==> src/rtl/core/ggfa_pkg.sv <==
// ----------------------------------------------------------------------------
// ggfa_pkg
// Shared types and constants of the GBK glyph flash address block.
// ----------------------------------------------------------------------------
package ggfa_pkg;

   typedef enum logic [1:0] {
      ACT_READ = 2'd0,
      ACT_FILL = 2'd1,
      ACT_NONE = 2'd2
   } action_type;

   typedef enum logic [1:0] {
      CSR_BASE_SMALL  = 2'd0,
      CSR_BASE_MEDIUM = 2'd1,
      CSR_BASE_LARGE  = 2'd2
   } csr_index_type;

   localparam int unsigned BASE_W = 24;
   localparam int unsigned ADDR_W = 32;

   localparam logic [7:0] HEIGHT_SMALL  = 8'd12;
   localparam logic [7:0] HEIGHT_MEDIUM = 8'd16;
   localparam logic [7:0] HEIGHT_LARGE  = 8'd24;

   localparam logic [7:0] BYTES_SMALL  = 8'd24;
   localparam logic [7:0] BYTES_MEDIUM = 8'd32;
   localparam logic [7:0] BYTES_LARGE  = 8'd72;

   localparam logic [BASE_W-1:0] BASE_SMALL_RST  = 24'h093D0E;
   localparam logic [BASE_W-1:0] BASE_MEDIUM_RST = 24'h114FDE;
   localparam logic [BASE_W-1:0] BASE_LARGE_RST  = 24'h1F43DE;

   localparam logic [7:0] TRAIL_GAP = 8'h7F;

   localparam logic [ADDR_W-1:0] OFS_GBK5   = 32'd846;
   localparam logic [ADDR_W-1:0] OFS_HANZI  = 32'd1038;
   localparam logic [ADDR_W-1:0] OFS_GBK3   = 32'd6768;
   localparam logic [ADDR_W-1:0] OFS_GBK4   = 32'd12848;
   localparam logic [ADDR_W-1:0] OFS_FOUR   = 32'd21008;
   localparam logic [ADDR_W-1:0] OFS_FOUR_B = 32'd161;

   typedef struct packed {
      logic [7:0] font_height;
      logic [7:0] fourth_byte;
      logic [7:0] third_byte;
      logic [7:0] second_byte;
      logic [7:0] lead_byte;
   } char_type;

endpackage

==> src/rtl/core/gbk_glyph_flash_address.sv <==
// ----------------------------------------------------------------------------
// gbk_glyph_flash_address
// Font-ROM byte address and read length of a GBK / GB18030 glyph.
//
//   channel  dir  handshake              payload
//   req      in   req_tvalid/req_tready  tdata: lead, second, third, fourth, height
//   rsp      out  rsp_tvalid/rsp_tready  tdata: rom_address, byte_count; tuser: action
//   csr      in   csr_we                 csr_index, csr_wdata (table bases)
//
// One beat per cycle while rsp_tready is high; a request beat passes the input
// register, the index and address logic and the result register before
// rsp_tvalid rises.
// Reset loads the three table bases and empties both stages.
// A stalled result holds; the input register still takes one more beat.
// ----------------------------------------------------------------------------
module gbk_glyph_flash_address import ggfa_pkg::*; (
   input  logic              clock,
   input  logic              reset,
   input  logic              req_tvalid,
   output logic              req_tready,
   input  logic [39:0]       req_tdata,   // lead, second, third, fourth, font_height
   output logic              rsp_tvalid,
   input  logic              rsp_tready,
   output logic [39:0]       rsp_tdata,   // rom_address[31:0], byte_count[39:32]
   output logic [1:0]        rsp_tuser,   // action
   input  logic              csr_we,
   input  logic [1:0]        csr_index,
   input  logic [BASE_W-1:0] csr_wdata
);

   logic [BASE_W-1:0] base_small_ff, base_medium_ff, base_large_ff;
   char_type          chr_ff;
   logic              s1_valid_ff, s1_valid_in;
   logic              rsp_valid_ff, rsp_valid_in;
   action_type        action_ff, action_in;
   logic [ADDR_W-1:0] addr_ff, addr_in;
   logic [7:0]        count_ff, count_in;
   logic              advance;
   logic              req_take;
   logic [ADDR_W-1:0] glyph_index;
   logic [ADDR_W-1:0] scaled;
   logic [BASE_W-1:0] base_sel;

   always_ff @(posedge clock) begin
      if (reset) begin
         base_small_ff  <= BASE_SMALL_RST;
         base_medium_ff <= BASE_MEDIUM_RST;
         base_large_ff  <= BASE_LARGE_RST;
      end else if (csr_we) begin
         case (csr_index_type'(csr_index))
            CSR_BASE_SMALL:  base_small_ff  <= csr_wdata;
            CSR_BASE_MEDIUM: base_medium_ff <= csr_wdata;
            CSR_BASE_LARGE:  base_large_ff  <= csr_wdata;
            default: ;
         endcase
      end
   end

   assign advance    = s1_valid_ff && (!rsp_valid_ff || rsp_tready);
   assign req_tready = !s1_valid_ff || advance;
   assign req_take   = req_tvalid && req_tready;

   assign s1_valid_in  = req_take ? 1'b1 : (advance ? 1'b0 : s1_valid_ff);
   assign rsp_valid_in = advance ? 1'b1 : (rsp_tready ? 1'b0 : rsp_valid_ff);

   always_ff @(posedge clock) begin
      if (reset) begin
         s1_valid_ff  <= 1'b0;
         rsp_valid_ff <= 1'b0;
      end else begin
         s1_valid_ff  <= s1_valid_in;
         rsp_valid_ff <= rsp_valid_in;
      end
   end

   always_ff @(posedge clock) begin
      if (req_take) begin
         chr_ff <= char_type'(req_tdata);
      end
   end

   ggfa_index u_index (
      .chr         (chr_ff),
      .glyph_index (glyph_index)
   );

   always_comb begin
      action_in = ACT_READ;
      addr_in   = '0;
      count_in  = '0;
      scaled    = '0;
      base_sel  = '0;
      case (chr_ff.font_height)
         HEIGHT_SMALL: begin
            count_in = BYTES_SMALL;
            scaled   = (glyph_index << 4) + (glyph_index << 3);
            base_sel = base_small_ff;
         end
         HEIGHT_MEDIUM: begin
            count_in = BYTES_MEDIUM;
            scaled   = glyph_index << 5;
            base_sel = base_medium_ff;
         end
         HEIGHT_LARGE: begin
            count_in = BYTES_LARGE;
            scaled   = (glyph_index << 6) + (glyph_index << 3);
            base_sel = base_large_ff;
         end
         default: begin
            action_in = ACT_NONE;
         end
      endcase
      if (action_in == ACT_READ) begin
         if (chr_ff.second_byte == TRAIL_GAP) begin
            action_in = ACT_FILL;
         end else begin
            addr_in = scaled + {8'd0, base_sel};
         end
      end
   end

   always_ff @(posedge clock) begin
      if (advance) begin
         action_ff <= action_in;
         addr_ff   <= addr_in;
         count_ff  <= count_in;
      end
   end

   assign rsp_tvalid = rsp_valid_ff;
   assign rsp_tdata  = {count_ff, addr_ff};
   assign rsp_tuser  = action_ff;

   a_none_is_zero: assert property (@(posedge clock) disable iff (reset)
      rsp_valid_ff && action_ff == ACT_NONE |-> addr_ff == '0 && count_ff == '0)
      else $error("no-action result carries data");

   a_fill_no_addr: assert property (@(posedge clock) disable iff (reset)
      rsp_valid_ff && action_ff == ACT_FILL |-> addr_ff == '0)
      else $error("fill result carries an address");

   a_read_count: assert property (@(posedge clock) disable iff (reset)
      rsp_valid_ff && action_ff != ACT_NONE |->
      count_ff == BYTES_SMALL || count_ff == BYTES_MEDIUM || count_ff == BYTES_LARGE)
      else $error("glyph byte count out of set");

   a_take_fills: assert property (@(posedge clock) disable iff (reset)
      req_take |=> s1_valid_ff)
      else $error("accepted beat lost in input register");

   a_advance_fills: assert property (@(posedge clock) disable iff (reset)
      advance |=> rsp_valid_ff)
      else $error("advanced beat lost in result register");

endmodule

==> src/rtl/core/ggfa_index.sv <==
// ----------------------------------------------------------------------------
// ggfa_index
// Glyph index of one character by GBK / GB18030 region, 32-bit wrap.
// ----------------------------------------------------------------------------
module ggfa_index import ggfa_pkg::*; (
   input  char_type          chr,
   output logic [ADDR_W-1:0] glyph_index
);

   logic [7:0]        sym_lo;
   logic [7:0]        sym_hi;
   logic [7:0]        c1;
   logic [7:0]        c2;
   logic [7:0]        c2_adj;
   logic [ADDR_W-1:0] z1;
   logic [ADDR_W-1:0] z2;
   logic [ADDR_W-1:0] z3;
   logic [ADDR_W-1:0] z4;
   logic [ADDR_W-1:0] za;
   logic [ADDR_W-1:0] h_first;
   logic              not_small;

   assign c1        = chr.lead_byte;
   assign c2        = chr.second_byte;
   assign c2_adj    = (c2 > TRAIL_GAP) ? c2 - 8'd1 : c2;
   assign z1        = {24'd0, c1};
   assign z2        = {24'd0, c2};
   assign z3        = {24'd0, chr.third_byte};
   assign z4        = {24'd0, chr.fourth_byte};
   assign za        = {24'd0, c2_adj};
   assign not_small = (chr.font_height != HEIGHT_SMALL);

   always_comb begin
      case (chr.font_height)
         HEIGHT_SMALL: begin
            sym_lo = 8'hA1;
            sym_hi = 8'hA9;
         end
         HEIGHT_MEDIUM: begin
            sym_lo = 8'hA0;
            sym_hi = 8'hA1;
         end
         default: begin
            sym_lo = 8'hA1;
            sym_hi = 8'hAB;
         end
      endcase
   end

   always_comb begin
      if (c1 >= sym_lo && c1 <= sym_hi && c2 >= 8'hA1) begin
         h_first = (z1 - 32'hA1) * 32'd94 + (z2 - 32'hA1);
      end else if (c1 >= 8'hA8 && c1 <= 8'hA9 && c2 < 8'hA1) begin
         h_first = (z1 - 32'hA8) * 32'd96 + (za - 32'h40) + OFS_GBK5;
      end else begin
         h_first = '0;
      end

      if (c1 >= 8'hB0 && c1 <= 8'hF7 && c2 >= 8'hA1) begin
         glyph_index = (z1 - 32'hB0) * 32'd94 + (z2 - 32'hA1) + OFS_HANZI;
      end else if (c1 < 8'hA1 && c1 >= 8'h81 && c2 >= 8'h40) begin
         glyph_index = (z1 - 32'h81) * 32'd190 + (za - 32'h40) + OFS_HANZI + OFS_GBK3;
      end else if (c1 >= 8'hAA && c2 < 8'hA1) begin
         glyph_index = (z1 - 32'hAA) * 32'd96 + (za - 32'h40) + OFS_HANZI + OFS_GBK4;
      end else if (not_small && c1 == 8'h81 && c2 >= 8'h39) begin
         glyph_index = OFS_HANZI + OFS_FOUR + (z3 - 32'hEE) * 32'd10 + z4 - 32'h39;
      end else if (not_small && c1 == 8'h82) begin
         glyph_index = OFS_HANZI + OFS_FOUR + OFS_FOUR_B + (z2 - 32'h30) * 32'd1260
                       + (z3 - 32'h81) * 32'd10 + z4 - 32'h30;
      end else begin
         glyph_index = h_first;
      end
   end

endmodule

==> config.mk <==
export PLATFORM = sky130hd
export DESIGN_NAME = gbk_glyph_flash_address
export DESIGN_NICKNAME = d
export VERILOG_FILES = /design/src/rtl/core/ggfa_pkg.sv /design/src/rtl/core/gbk_glyph_flash_address.sv /design/src/rtl/core/ggfa_index.sv
export SDC_FILE = /design/constraint.sdc
export NUM_CORES = 1
export LEC_CHECK = 0
export BUFFER_PORTS_ARGS = -buffer_cell sky130_fd_sc_hd__buf_2
export CAP_MARGIN = 20
export CORE_ASPECT_RATIO = 1.1
export CORE_MARGIN = 3
export CORE_UTILIZATION = 50
export DETAILED_ROUTE_END_ITERATION = 10
export GPL_ROUTABILITY_DRIVEN = 0
export PLACE_DENSITY_LB_ADDON = 0.1
export SYNTH_ARGS = -nofsm -noshare
export SYNTH_HDL_FRONTEND = slang
export SYNTH_SLANG_ARGS = --single-unit
==> constraint.sdc <==
create_clock -name clock -period 10.92 [get_ports clock]
set_clock_uncertainty 0.2 [all_clocks]
set_input_delay 2.73 -clock clock [delete_from_list [all_inputs] [get_ports clock]]
set_output_delay 2.73 -clock clock [all_outputs]
set_load 0.03 [all_outputs]
==> results of run 1 <==
## sequential cells by signal, indices dropped and copies added (netlist names)
name and count:
chr_ff 40, s1_valid_ff 1, rsp_tuser 2, base_medium_ff 24, base_large_ff 24, base_small_ff 24, rsp_tvalid 1, addr_ff 32
count_ff 4
## how the worst max path moves through the flow
| stage | slack [ns] | endpoint | cells after the start | startpoint |
|---|---|---|---|---|
| finish | 0.27 | addr_ff[28] | 48 | chr_ff[3] |
| global route | -0.23 | addr_ff[31] | 47 | chr_ff[3] |
| floorplan | 0.004 | addr_ff[31] | 50 | chr_ff[3] |
| CTS | -0.04 | addr_ff[31] | 48 | chr_ff[3] |
| detailed placement | -0.29 | addr_ff[31] | 50 | chr_ff[4] |
| global placement | -0.21 | addr_ff[31] | 48 | chr_ff[4] |
## layer usage
metal / share of wire / routed length [um] / vias to the layer above / global-route usage
met1: 0.44 / 41400 / 13400 / 0.388
met3: 0.059 / 5620 / 153 / 0.0380
met2: 0.47 / 44400 / 805 / 0.494
met4: 0.039 / 3710 / 0 / 0.104
li1: - / - / 14300 / -
met5: 0 / 0 / - / 0
## per-stage QoR
stage | std cells | hold slack (ns) | worst slack, ns
2_1_floorplan | 3742 | 0.236 | 0.00406
3_3_place_gp | 4892 | 0.242 | -0.211
3_5_place_dp | 4893 | 0.246 | -0.293
4_1_cts | 4927 | 0.256 | -0.0384
5_1_grt | 4983 | 0.271 | -0.226
6_report | 4983 | 0.255 | 0.267
## timing repair
action                                 CTS  global route
pin swaps                                4           100
endpoints found under the hold margin    0             0
setup buffers                            2            51
resized for setup                       20           234
hold buffers                             0             0
setup endpoints to repair                9            13
## worst register-to-register path: cells and delay by family (launching register included)
family                     cells  cell delay [ns]
AOI/OAI and AO/OA             20             3.89
adders and majority gates      8             3.02
DFF                            1             0.40
buffers and inverters          9             1.05
and+or+nand+nor                6             1.07
xor gates and xnor gates       5             0.76
## synth_stat cells, types with 24 or more instances
| cell | n | area (um2) |
|---|---|---|
| a211oi_1 | 57 | 428 |
| a21o_1 | 97 | 728 |
| a21oi_1 | 286 | 1430 |
| a31oi_1 | 31 | 194 |
| and2_1 | 44 | 275 |
| and3_1 | 33 | 206 |
| clkbuf_1 | 87 | 327 |
| dfxtp_1 | 74 | 1480 |
| edfxtp_1 | 78 | 2340 |
| fa_1 | 106 | 2120 |
| ha_1 | 558 | 6980 |
| inv_1 | 391 | 1470 |
| mux2i_1 | 39 | 390 |
| nand2_1 | 367 | 1380 |
| nand2b_1 | 29 | 181 |
| nand3_1 | 57 | 285 |
| nand3b_1 | 45 | 338 |
| nor2_1 | 223 | 837 |
| nor2b_1 | 36 | 225 |
| nor3_1 | 61 | 305 |
| o211ai_1 | 24 | 180 |
| o21a_1 | 62 | 465 |
| o21ai_0 | 198 | 991 |
| o21bai_1 | 35 | 263 |
| xnor2_1 | 210 | 1840 |
| xor2_1 | 119 | 1040 |
## cell families after synthesis
group,Yosys count
other cells,2
compound gates,1053
simple gates,992
flops,152
mux,40
buf+inv,507
xor+xnor,329
fa+ha+maj,664
## layout by cell type, fill, tap and decap left out, types with 19 or more instances in the layout
cell type and instances:
o21bai_1 35, dfxtp_1 74, a31oi_1 23, o211ai_1 24
xnor2_1 193, nor3_1 52, and3_1 32, ha_4 19
nand3b_1 45, buf_4 441, nand2b_1 26, xor2_1 115
a211oi_1 46, a21oi_2 32, fa_1 105, inv_1 383
o21ai_1 21, mux2i_1 38, o21ai_0 168, nand4_1 22
and2_1 40, o21a_1 61, ha_1 531, buf_2 110
nor2b_1 31, edfxtp_1 78, a21o_1 97, nand2_1 364
nand3_1 56, a21oi_1 250, nor2_1 219
## cell type report
cell class,count,area share
multi-input cells,3083,0.700
repair buffers,560,0.111
flip-flops and latches,152,0.105
inverters,396,0.0410
well taps,760,0.0261
clock buffers,17,0.0117
clock inverters,15,0.00532
==> summary.txt, run 1 <==
STA
  – Slew Viols, Final: 0
  – Count of final setup violators: 0
  – Final period utilization: 0.976
  – Setup TNS: 0 ns
  – Max-Slew Margin vs Limit: 0.253
  – RSZ-0062 raised after global routing: true
  – Fmax: 0.0939 GHz
  – Fin. Hold Viols: 0
  – Shortest period the worst path allows: 10.65 ns
  – Worst slew pin tran: 1.11 ns

Critical path
  – Worst EP required: 10.95 ns
  – CP Launch Type: register
  – Worst Setup End Kind: register
  – Worst r2r dst: addr_ff[28]
  – Critical path type: register to register
  – Worst R2R Setup Slack: 0.27 ns
  – Worst path arrival time: 10.68 ns
  – CP bufs+invs: 9
  – Cell family with most CP delay: compound AO/OA/AOI/OAI gates
  – Maximum fanout along the worst path: 5
  – CP max-delay cell: fa_1
  – Reg2Reg Depth: 48
  – Max stage delay on crit path: 0.54 ns
  – Reg2reg start: chr_ff[3]

Final layout
  – Multi-input gate area: 0.0255 mm2
  – Post-layout util: 0.619
  – Fillers: 5360
  – Diode count: 0
  – FF/Latch Area: 0.00382 mm2
  – Post-route cell area: 0.0364 mm2
  – Layout cell share with drive strength beyond 1: 0.202
  – Nets: 4945
  – Area grow syn2layout: 21.7%

CTS
  – Clock Tree Root: clkbuf_16
  – Num CTS Buffers: 17
  – Clk buf depth: 2
  – H-tree levels: 4
  – CTS tree: built
  – Clock transition at the registers of the reported paths: 0.08 ns
  – Worst skew pair latency: 0.49 ns
  – Clock sink total: 152

Detailed routing
  – Final wirelength: 95100 um
  – Post-route ant nets: 0
  – # DRC: 0
  – Routed vias/inst: 5.76
  – Iter 0 DRT Violations: 1923
  – DR pass1 iterations: 5
  – DR WL/cell: 19.1 um
  – Via count: 28.7k

Worst hold path
  – Hold Crit Class: register to register
  – Hold Path End: base_small_ff[14]
  – Worst Hold Depth: 2
  – HP Start: base_small_ff[14]

Logic synthesis
  – Mean Syn Cell Area: 8.01 um2
  – Synth cell types: 105
  – Post-Synth Adder-Cell Area: 0.304
  – Post-synth top flop: edfxtp_1
  – Main combinational cell family by area after synthesis: adder cells
  – FF+latch count, synth: 152
  – Sequential area share after synthesis: 0.128
  – Gate Count Post-Synth: 3739
  – Area of the mapped netlist: 0.0299 mm2
  – EDFF count, synth: 78
  – Compound-Gate Fraction of Synth Area: 0.235
  – Async S/R FF share, synth: 0
  – Synth warnings: 0
  – Synth Area in XOR/XNOR: 0.0963
  – Synth Area in Simple Gates: 0.158
  – Multiplexer share of the synthesized area: 0.0134

Die
  – Die area: 0.0628 mm2
  – Effective utilization at floorplan: 0.508
  – Die width: 239 um
  – Die Y: 263 um
  – Site Rows: 93
  – Core outline area: 0.0589 mm2
  – Io pins: 115

Global route
  – Largest net degree at the start of global routing: 75
  – Initial antenna violation count: 1
  – All-Layer GR Usage: 0.295
  – Global-route wire length before repair: 148000 um
  – Vias in the first global route: 27.4k
  – Total gr overflow: 0

Run status
  – Run status: complete, no violations

Placed design
  – HPWL after detailed placement: 76700 um
  – Placed Area: 0.0341 mm2
  – Number of buffers added on ports: 110

Job
  – Max-Cap Viols: 0
Power of run 1 is left out: the tool's default activity adds up to more than one toggle a clock period on the data nets, which glitch-free logic cannot reach.
==> inputs of run 2 (changes only) <==
- SLEW_MARGIN: default -> 20
- clock period: 10.92 -> 13.7 ns (I/O delays scaled with it)
==> summary.txt, run 2 (same netlist as run 1, synthesis figures left out) <==
Critical path
  – Worst r2r dst: addr_ff[26]
  – Reg2Reg Depth: 46 (-4.2%)
  – CP Launch Point: chr_ff[5]
  – Cell family with most CP delay: compound AO/OA/AOI/OAI gates
  – CP max-delay cell: edfxtp_1
  – Worst EP required: 13.72 ns (+2.77 ns)
  – Critical path type: register to register
  – Worst path arrival time: 12.73 ns (+2.05 ns)
  – Worst R2R Setup Slack: 0.99 ns (+0.72 ns)
  – Reg2reg start: chr_ff[5]
  – Maximum fanout along the worst path: 14 (+9)
  – Worst Setup End Kind: register
  – CP Launch Type: register
  – Most used cell, CP: ha_1
  – Max stage delay on crit path: 0.73 ns (+0.19 ns)
  – CP bufs+invs: 5 (-4)

Global route
  – Total gr overflow: 0 (unchanged)
  – Global-route wire length before repair: 147000 um (-0.50%)
  – Largest net degree at the start of global routing: 75 (unchanged)
  – Initial antenna violation count: 0 (-1)
  – Vias in the first global route: 26.6k (-2.8%)
  – All-Layer GR Usage: 0.294 (-0.000409)

Final layout
  – Diode count: 0 (unchanged)
  – Nets: 4538 (-8.2%)
  – Top Registers: chr_ff (40), addr_ff (32)
  – Most common cell after layout, fill and taps aside: ha_1
  – Max reg flops: 40 (unchanged)
  – Most frequent cells in the layout: ha_1, inv_1, nand2_1
  – Area grow syn2layout: 6.78%
  – Layout cell share with drive strength beyond 1: 0.0655 (-0.136)
  – Fillers: 5810 (+8.4%)
  – Biggest register: chr_ff

Worst hold path
  – HP Start: base_small_ff[22]
  – Worst Hold Depth: 2 (unchanged)
  – Hold Path End: base_small_ff[22]
  – Hold Crit Class: register to register

Placed design
  – Number of buffers added on ports: 110 (unchanged)
  – HPWL after detailed placement: 75300 um (-1.8%)

STA
  – Setup TNS: 0 ns (unchanged)
  – Final period utilization: 0.928 (-0.0479)
  – Fin. Hold Viols: 0 (unchanged)
  – RSZ-0062 raised after global routing: false
  – Worst slew pin tran: 1.14 ns (+0.0328 ns)
  – Fmax: 0.0787 GHz (-16%)
  – Count of final setup violators: 0 (unchanged)
  – Slew Viols, Final: 0 (unchanged)
  – Shortest period the worst path allows: 12.71 ns (+2.06 ns)
  – Max-Slew Margin vs Limit: 0.234 (-0.0193)

Detailed routing
  – Iter 0 DRT Violations: 1856 (-3.5%)
  – Via count: 27.3k (-5.0%)
  – Routed vias/inst: 5.96 (+3.5%)
  – DR pass1 iterations: 6 (+1)
  – # DRC: 0 (unchanged)
  – Post-route ant nets: 0 (unchanged)
  – Final wirelength: 92600 um (-2.5%)
  – DR WL/cell: 20.2 um (+6.1%)

Die
  – Die Y: 263 um (unchanged)
  – Die width: 239 um (unchanged)
  – Core outline area: 0.0589 mm2 (unchanged)
  – Die area: 0.0628 mm2 (unchanged)
  – Site Rows: 93 (unchanged)
  – Effective utilization at floorplan: 0.508 (unchanged)
  – Io pins: 115 (unchanged)

CTS
  – Worst skew pair latency: 0.48 ns (about the same)
  – Clock sink total: 152 (unchanged)
  – H-tree levels: 4 (unchanged)
  – Clock transition at the registers of the reported paths: 0.07 ns (about the same)
  – CTS tree: built
  – Num CTS Buffers: 17 (unchanged)
  – Hold buffer count at CTS: 0 (unchanged)
  – Clock Tree Root: clkbuf_16
  – Clk buf depth: 2 (unchanged)

Run status
  – Run status: complete, no violations

Job
  – Max-Cap Viols: 0 (unchanged)
==> run 2: changes by cell type in the layout (fill, tap and decap cells not counted), moves of 14 or more <==
cell,before,now
buf_4,441,41
a21oi_1,250,286
a21oi_2,32,0
o21ai_0,168,198
ha_1,531,558
ha_4,19,0
xnor2_1,193,209
o21ai_1,21,6
xnor2_2,16,1
o21ai_2,14,0
==> run 2: per-stage QoR <==
stage | utilization | area [um2] | worst slack [ns] | hold slack [ns] | std cells
after floorplan | - | 29900 | 1.98 | 0.236 | 3742
after global routing | 0.543 | 32000 | 0.153 | 0.273 | 4576
after detailed placement | 0.532 | 31300 | 0.945 | 0.247 | 4540
after CTS | 0.542 | 31900 | 0.911 | 0.256 | 4572
final | 0.543 | 32000 | 0.992 | 0.255 | 4576
after global placement | 0.532 | 31300 | 1.13 | 0.242 | 4540
==> run 2: what timing repair did <==
item	CTS	global route
gates resized for setup	0	4
setup buffers	0	1
setup endpoints to repair	0	8
==> run 2: worst register-to-register path: cells and delay by family (launching register included) <==
| kind | cells | cell delay [ns] |
|---|---|---|
| simple gates | 12 | 1.83 |
| compound gates | 15 | 4.29 |
| flops | 1 | 0.73 |
| fa+ha+maj | 10 | 4.08 |
| buf+inv | 5 | 0.71 |
| xor+xnor | 4 | 0.60 |
==> run 2: worst max path at each step <==
stage / to / slack [ns] / cells after the start
after floorplan: addr_ff[31] / 1.98 / 49
after global placement: addr_ff[31] / 1.13 / 47
after detailed placement: addr_ff[31] / 0.95 / 47
after CTS: addr_ff[31] / 0.91 / 47
after global routing: addr_ff[31] / 0.15 / 46
final: addr_ff[26] / 0.99 / 46
==> run 2: cell type report <==
type | instances | area (um2) | share of cell area
clock buffers | 18 | 429 | 0.0134
well taps | 760 | 951 | 0.0298
flip-flops and latches | 152 | 3820 | 0.120
clock inverters | 14 | 138 | 0.00431
multi-input cells | 3083 | 24200 | 0.758
repair buffers | 153 | 900 | 0.0281
inverters | 396 | 1490 | 0.0466
==> run 2: layer usage <==
layer  vias to the layer above  global-route usage  wire, um
met3                       195              0.0380      5210
met1                     12800               0.383     40100
li1                      13400                   -         -
met5                         -                   0         0
met4                         0               0.131      4480
met2                       819               0.487     42900
Power of run 2 is left out for the same reason.
